[src/rtl/lrc_pkg.sv]
// Package for the load record checker: result record, error codes, header
// constants and the 24-bit end-around-carry adder. No dependencies.
package lrc_pkg;

   localparam int unsigned HDR_BYTES = 12;
   localparam int unsigned WORD_BITS = 24;
   localparam int unsigned ROM_BITS  = 25;
   localparam int unsigned OUT_ADDR_BITS = 48;

   localparam logic [ROM_BITS-1:0] IMAGE_WORDS_RESET = 25'd1024;
   localparam logic [3:0] HDR_LAST_POS = 4'(HDR_BYTES - 1);
   localparam logic [3:0] HDR_ADDR_POS = 4'd6;

   localparam logic CMD_DATA = 1'b0;
   localparam logic CMD_END  = 1'b1;

   typedef enum logic [1:0] {
      ERR_NONE  = 2'd0,
      ERR_RANGE = 2'd1,
      ERR_CSUM  = 2'd2,
      ERR_TRUNC = 2'd3
   } err_type;

   typedef struct packed {
      logic                      write_valid;
      logic [OUT_ADDR_BITS-1:0]  write_address;
      logic [WORD_BITS-1:0]      write_word;
      logic                      record_end;
      logic                      stream_end;
      err_type                   error_code;
      logic                      halted;
      logic [OUT_ADDR_BITS-1:0]  highest_address;
   } rsp_type;

   function automatic logic [WORD_BITS-1:0] add24(input logic [WORD_BITS-1:0] a,
                                                 input logic [WORD_BITS-1:0] b);
      logic [WORD_BITS:0] s;
      s = {1'b0, a} + {1'b0, b};
      return s[WORD_BITS-1:0] + {{(WORD_BITS-1){1'b0}}, s[WORD_BITS]};
   endfunction

endpackage

[src/rtl/lrc_core.sv]
// Record parser and checksum state for the load record checker.
// Computes one result per accepted byte from the current state.
// Depends on lrc_pkg.
module lrc_core #(
   parameter int LOCATION_BITS = 48
) (
   input  logic                              clock,
   input  logic                              reset,
   input  logic                              accept,
   input  logic                              command,
   input  logic [7:0]                        byte_in,
   input  logic [lrc_pkg::ROM_BITS-1:0]      image_words,
   output lrc_pkg::rsp_type                  result
);

   localparam int EW = LOCATION_BITS + 1;

   typedef enum logic {
      PH_HEADER,
      PH_DATA
   } phase_type;

   phase_type                          phase_ff, phase_in;
   logic [3:0]                         pos_ff, pos_in;
   logic [lrc_pkg::WORD_BITS-1:0]      count_ff, count_in;
   logic [lrc_pkg::WORD_BITS-1:0]      csum_ff, csum_in;
   logic [LOCATION_BITS-1:0]           addr_ff, addr_in;
   logic [lrc_pkg::WORD_BITS-1:0]      left_ff, left_in;
   logic [15:0]                        part_ff, part_in;
   logic [lrc_pkg::WORD_BITS-1:0]      sum_ff, sum_in;
   logic [LOCATION_BITS-1:0]           high_ff, high_in;
   logic                               stopped_ff, stopped_in;

   logic [LOCATION_BITS-1:0]           hdr_addr;
   logic [lrc_pkg::OUT_ADDR_BITS-1:0]  hdr_addr48;
   logic [EW-1:0]                      hdr_end;
   logic [EW-1:0]                      hdr_last;
   logic [lrc_pkg::WORD_BITS-1:0]      hdr_sum;
   logic [lrc_pkg::WORD_BITS-1:0]      word;
   logic [lrc_pkg::WORD_BITS-1:0]      word_sum;
   logic [lrc_pkg::WORD_BITS-1:0]      left_dec;

   always_comb begin
      phase_in   = phase_ff;
      pos_in     = pos_ff;
      count_in   = count_ff;
      csum_in    = csum_ff;
      addr_in    = addr_ff;
      left_in    = left_ff;
      part_in    = part_ff;
      sum_in     = sum_ff;
      high_in    = high_ff;
      stopped_in = stopped_ff;
      result     = '0;

      hdr_addr   = (pos_ff == lrc_pkg::HDR_ADDR_POS) ? LOCATION_BITS'(byte_in)
                                                     : {addr_ff[LOCATION_BITS-9:0], byte_in};
      hdr_addr48 = lrc_pkg::OUT_ADDR_BITS'(hdr_addr);
      hdr_end    = EW'(hdr_addr) + EW'(count_ff);
      hdr_last   = hdr_end - EW'(1);
      hdr_sum    = lrc_pkg::add24(lrc_pkg::add24(count_ff, hdr_addr48[23:0]),
                                  hdr_addr48[47:24]);
      word       = {part_ff, byte_in};
      word_sum   = lrc_pkg::add24(sum_ff, word);
      left_dec   = left_ff - 24'd1;

      if (accept && !stopped_ff) begin
         if (command == lrc_pkg::CMD_END) begin
            if (phase_ff == PH_HEADER && pos_ff == 4'd0) begin
               result.stream_end = 1'b1;
            end else begin
               result.error_code = lrc_pkg::ERR_TRUNC;
            end
            stopped_in = 1'b1;
         end else if (phase_ff == PH_HEADER) begin
            case (pos_ff) inside
               [4'd0:4'd2]: begin
                  count_in = (pos_ff == 4'd0) ? {16'h0, byte_in} : {count_ff[15:0], byte_in};
               end
               [4'd3:4'd5]: begin
                  csum_in = (pos_ff == 4'd3) ? {16'h0, byte_in} : {csum_ff[15:0], byte_in};
               end
               default: begin
                  addr_in = hdr_addr;
               end
            endcase
            pos_in = pos_ff + 4'd1;
            if (pos_ff == lrc_pkg::HDR_LAST_POS) begin
               pos_in = 4'd0;
               if (hdr_end > EW'(image_words)) begin
                  result.error_code = lrc_pkg::ERR_RANGE;
                  stopped_in        = 1'b1;
               end else begin
                  if ((count_ff != '0 || hdr_addr != '0) && hdr_last > EW'(high_ff)) begin
                     high_in = hdr_last[LOCATION_BITS-1:0];
                  end
                  sum_in  = hdr_sum;
                  left_in = count_ff;
                  if (count_ff == '0) begin
                     if (~hdr_sum == csum_ff) begin
                        result.record_end = 1'b1;
                     end else begin
                        result.error_code = lrc_pkg::ERR_CSUM;
                        stopped_in        = 1'b1;
                     end
                  end else begin
                     phase_in = PH_DATA;
                  end
               end
            end
         end else begin
            case (pos_ff)
               4'd0: begin
                  part_in = {8'h0, byte_in};
                  pos_in  = 4'd1;
               end
               4'd1: begin
                  part_in = {part_ff[7:0], byte_in};
                  pos_in  = 4'd2;
               end
               default: begin
                  result.write_valid   = 1'b1;
                  result.write_address = lrc_pkg::OUT_ADDR_BITS'(addr_ff);
                  result.write_word    = word;
                  sum_in  = word_sum;
                  addr_in = addr_ff + LOCATION_BITS'(1);
                  left_in = left_dec;
                  pos_in  = 4'd0;
                  if (left_dec == '0) begin
                     phase_in = PH_HEADER;
                     if (~word_sum == csum_ff) begin
                        result.record_end = 1'b1;
                     end else begin
                        result.error_code = lrc_pkg::ERR_CSUM;
                        stopped_in        = 1'b1;
                     end
                  end
               end
            endcase
         end
      end

      result.halted          = stopped_in;
      result.highest_address = lrc_pkg::OUT_ADDR_BITS'(high_in);
   end

   always_ff @(posedge clock) begin
      if (reset) begin
         phase_ff   <= PH_HEADER;
         pos_ff     <= '0;
         count_ff   <= '0;
         csum_ff    <= '0;
         addr_ff    <= '0;
         left_ff    <= '0;
         part_ff    <= '0;
         sum_ff     <= '0;
         high_ff    <= '0;
         stopped_ff <= 1'b0;
      end else begin
         phase_ff   <= phase_in;
         pos_ff     <= pos_in;
         count_ff   <= count_in;
         csum_ff    <= csum_in;
         addr_ff    <= addr_in;
         left_ff    <= left_in;
         part_ff    <= part_in;
         sum_ff     <= sum_in;
         high_ff    <= high_in;
         stopped_ff <= stopped_in;
      end
   end

   a_stop_sticky: assert property (@(posedge clock) disable iff (reset)
      stopped_ff |=> stopped_ff)
      else $error("halt released");

   a_data_pos: assert property (@(posedge clock) disable iff (reset)
      phase_ff == PH_DATA |-> pos_ff <= 4'd2)
      else $error("byte position out of word range");

   a_hdr_pos: assert property (@(posedge clock) disable iff (reset)
      pos_ff <= lrc_pkg::HDR_LAST_POS)
      else $error("byte position out of header range");

   a_write_err: assert property (@(posedge clock) disable iff (reset)
      result.write_valid |->
         (result.error_code == lrc_pkg::ERR_NONE || result.error_code == lrc_pkg::ERR_CSUM))
      else $error("write reported with range or truncation error");

   a_err_halts: assert property (@(posedge clock) disable iff (reset)
      accept && result.error_code != lrc_pkg::ERR_NONE |=> stopped_ff)
      else $error("error did not halt");

endmodule

[config.mk]
export PLATFORM = sky130hd
export DESIGN_NAME = lrc_core
export DESIGN_NICKNAME = d
export VERILOG_FILES = /design/src/rtl/lrc_pkg.sv /design/src/rtl/lrc_core.sv
export SDC_FILE = /design/constraint.sdc
export NUM_CORES = 1
export LEC_CHECK = 0
export ABC_AREA = 1
export BUFFER_PORTS_ARGS = -buffer_cell sky130_fd_sc_hd__buf_2
export CORE_ASPECT_RATIO = 0.7
export CORE_UTILIZATION = 35
export DETAILED_ROUTE_END_ITERATION = 16
export PLACE_DENSITY = 0.57
export SKIP_LAST_GASP = 1
export SLEW_MARGIN = 20
export SYNTH_ARGS = -nofsm -noshare
export SYNTH_HDL_FRONTEND = slang
export SYNTH_SLANG_ARGS = --single-unit
[constraint.sdc]
create_clock -name clock -period 11.2 [get_ports clock]
set_input_delay 2.24 -clock clock [delete_from_list [all_inputs] [get_ports clock]]
set_output_delay 2.24 -clock clock [all_outputs]
set_load 0.01 [all_outputs]
==> results by group <==
Place
  • Buffers added on ports: ~160
  • Gp weighted congestion: 0.9937
  • Hpwl dp: around 77 mm
  • Placed cell count: 5241
  • DP Area: 0.02620 mm^2

Job
  • Total of max-cap violations: 0

Critical path
  • CP Launch Type: input port
  • CP Buf/Inv Count: 15
  • Largest stage delay, worst path: roughly 0.36 ns
  • Most Frequent Cell on Critical Path: buf_4
  • Critical path type: input port to output port
  • CP Capture Type: output port
  • CP max FO: 3
  • CP delay by family, top: simple AND/OR/NAND/NOR gates
  • WP data required: around 9.0 ns
  • Worst path slowest cell: fa_2
  • Critical Path AT: 8.66 ns

Power
  • Total power per unit cell area: about 80 mW/mm^2
  • Maximum vdd drop: 0.0001144 V
  • Pwr Total: 2.220 mW
  • Psw: approximately 750 uW
  • Combinational fraction of design power: 0.233
  • Clock share of power: 0.418
  • Internal power: ~1.5 mW
  • Sw Share: 0.3358
  • Seq pwr share: 0.350
  • Leak pwr: ~14 nW

Floorplanning
  • Die Ht: 219.2 um
  • Die footprint: 0.06847 mm^2
  • IO Pins: between 150 and 200
  • Core area: 0.06652 mm^2
  • Starting Density: 0.3547
  • Die width: 312.3 um
  • FP Rows: 79

CTS
  • H-tree depth: 1
  • CTS Sinks: 214
  • Root Buffer: clkbuf_16
  • CTS tree: yes
  • Longest Clk Path Bufs: 3
  • Clock Pin Slew Worst Setup and Hold Paths: about 0.060 ns
  • TritonCTS buffer count: 27
  • Hold_buf cts: 0
  • Clk_lat worst skew: a little over 0.6 ns

Global route
  • Initial antenna violation count: 0
  • Vias in the first global route: 24530
  • First-pass GRT wire length: 143.7 mm
  • GR Util All Layers: 0.2665
  • Largest net degree at the start of global routing: about 100
  • Gr ovfl total: 0

Drt
  • Final wirelength: 94.73 mm
  • DRC viols: 0
  • Drt first-iter violations: 3065
  • Vias per cell: roughly 5.2
  • Via Count: between 20000 and 30000
  • DR WL/cell: 17.84 um
  • Antenna viol nets, final: 0
  • 1st-pass router iterations: 9

Outcome
  • Status: finished, final reports clean

Hold path
  • Hold crit path type: flop to flop

STA
  • Fin crit share: 0.9734
  • Slew margin rel.: 0.1675
  • Setup tns final: 0 ns
  • Hold Violations, Final: 0
  • RSZ-0062 raised after global routing: yes
  • Worst Max-Slew Pin Slew: approximately 1.2 ns
  • Fmax: between 0.09 and 0.1 GHz
  • Final slew viol count: 0
  • Fin crit period: 10.90 ns
  • Worst Skew: roughly 0.032 ns
  • Final setup viols: 0

Finish
  • Non-filler cells, final: 5309
  • Antenna Cells: 0
  • Commonest non-fill, non-tap cell in the layout: nand2_1
  • Final #Nets: between 4000 and 5000
  • Share of cells above drive strength 1: 0.1182
  • Area Growth Syn to Fin: 17.08%
  • Most frequent cells in the layout: nand2_1 (1096), inv_1 (618), nor2_1 (522), a21oi_1 (279), nand3_1 (279)
  • Design area: 0.02762 mm^2

Synthesis
  • Synth Flop Type: dfxtp_1
  • Post-Syn Area: around 0.024 mm^2
  • Syn nets: 4339
  • FFs w/ async S/R, synth: 0
  • Ys Warns: 0
  • Yosys cell types: 64
  • Register area share after synthesis: 0.1816
  • Synthesized area per cell: 5.700 um^2
  • Post-synth EDFFs: 0
  • Yosys reg bits: 214
  • Mapped Cells: 4139
final timing paths:
| check | start | end | slack, ns | cells after the start |
|---|---|---|---|---|
| setup reg to reg | pos_ff[0]$_SDFFE_PP0P_ | stopped_ff$_SDFF_PP0_ | 3.12 | 56 |
| hold reg to reg | addr_ff[47]$_SDFFE_PP0P_ | addr_ff[47]$_SDFFE_PP0P_ | 0.47 | 2 |
| hold / removal | addr_ff[47]$_SDFFE_PP0P_ | addr_ff[47]$_SDFFE_PP0P_ | 0.47 | 2 |
| setup / recovery | byte_in[0] | result[48] | 0.30 | 55 |
final cells by class:
type | count | area [um^2]
clock buffers | 38 | 747.0
clock inverters | 10 | 146.4
fillers | 7341 | 38900
inverters | 641 | 2422
multi-input cells | 3178 | 16750
flip-flops and latches | 214 | 4285
well taps | 891 | 1115
repair buffers | 337 | 2153
cell usage after synthesis (3+ instances only):
cell type | instances | area share
buf_2 | 17 | 0.0036
buf_4 | 6 | 0.0019
o211ai_1 | 6 | 0.0019
nand3b_1 | 10 | 0.0032
ha_1 | 160 | 0.085
and3_1 | 4 | 0.0011
nand4_1 | 138 | 0.037
a21oi_1 | 281 | 0.060
nand2_2 | 5 | 0.0013
nor3_1 | 80 | 0.017
xnor2_2 | 6 | 0.0041
nand3_2 | 5 | 0.0021
a22oi_1 | 6 | 0.0019
a211oi_1 | 29 | 0.0092
fa_1 | 3 | 0.0025
clkinv_1 | 4 | 0.00064
nor2_4 | 3 | 0.0014
nor3b_1 | 3 | 0.00095
nand2_1 | 1114 | 0.18
a311oi_1 | 3 | 0.0011
dfxtp_1 | 214 | 0.18
a31oi_1 | 11 | 0.0029
nand3_1 | 291 | 0.062
buf_1 | 6 | 0.00095
a221oi_1 | 8 | 0.0030
or2_2 | 7 | 0.0019
xor2_1 | 129 | 0.048
nor2_1 | 544 | 0.087
inv_2 | 9 | 0.0014
inv_1 | 627 | 0.10
o21a_1 | 3 | 0.00095
o21ai_0 | 231 | 0.049
nor2_2 | 11 | 0.0029
nor3_2 | 4 | 0.0017
o21bai_1 | 7 | 0.0022
xnor2_1 | 18 | 0.0067
nor4_1 | 26 | 0.0069
buf_8 | 3 | 0.0019
clkbuf_1 | 68 | 0.011
a21boi_0 | 3 | 0.00095
o21ai_1 | 3 | 0.00064
buf_6 | 5 | 0.0024
stage by stage:
step	worst slack [ns]	hold WS, ns	util
global placement	-0.3277	0.4552	0.3938
CTS	0.1024	0.4696	0.4104
floorplan	0.3970	0.4436	-
finish	0.2977	0.4653	0.4152
detailed placement	-0.4377	0.4598	0.3938
global route	-0.09961	0.5017	0.4152
flip-flops by register name (all words and copies together) (netlist names), 4 cells and up:
name      count
high_ff      48
count_ff     24
addr_ff      48
csum_ff      24
left_ff      24
part_ff      16
pos_ff        4
sum_ff       24
worst min-delay path, stage by stage, from the launching register on:
cell	delay, ns
dfxtp_1	0.31
nand2_1	0.06
a21oi_1	0.05
logic make-up (layout without fill, tap and decap cells):
logic type,count (synthesis),in the layout,synth area share
compound gates,606,606,0.1401
xor+xnor,154,154,0.05940
fa+ha+maj,163,163,0.08740
buf+inv,747,1026,0.1239
flops,214,214,0.1816
mux,1,1,0.0004243
simple gates,2254,2254,0.4072
per-layer routing:
metal | vias to the layer above | wire, um | track usage
li1 | 13920 | - | -
met1 | 12630 | 46450 | 0.4091
met2 | 1089 | 37010 | 0.3694
met3 | 83 | 9612 | 0.06095
met4 | 0 | 1660 | 0.05163
met5 | - | 0 | 0
repair_timing:
action,4_1_cts,5_1_grt
resized for setup,33,75
setup endpoints to repair,3,3
buffers inserted,12,10
pin swaps,33,47
power by group through the flow:
| stage | clock (mW) | sequential (mW) | combinational (mW) |
|---|---|---|---|
| after global routing | 0.973 | 0.776 | 0.566 |
| final | 0.927 | 0.776 | 0.516 |
| after floorplan | 0 | 0.789 | 0.308 |
| after global placement | 0 | 0.793 | 0.487 |
| after CTS | 0.941 | 0.776 | 0.496 |
| after detailed placement | 0 | 0.793 | 0.489 |
No activity file was read; power rests on OpenSTA's default activity.
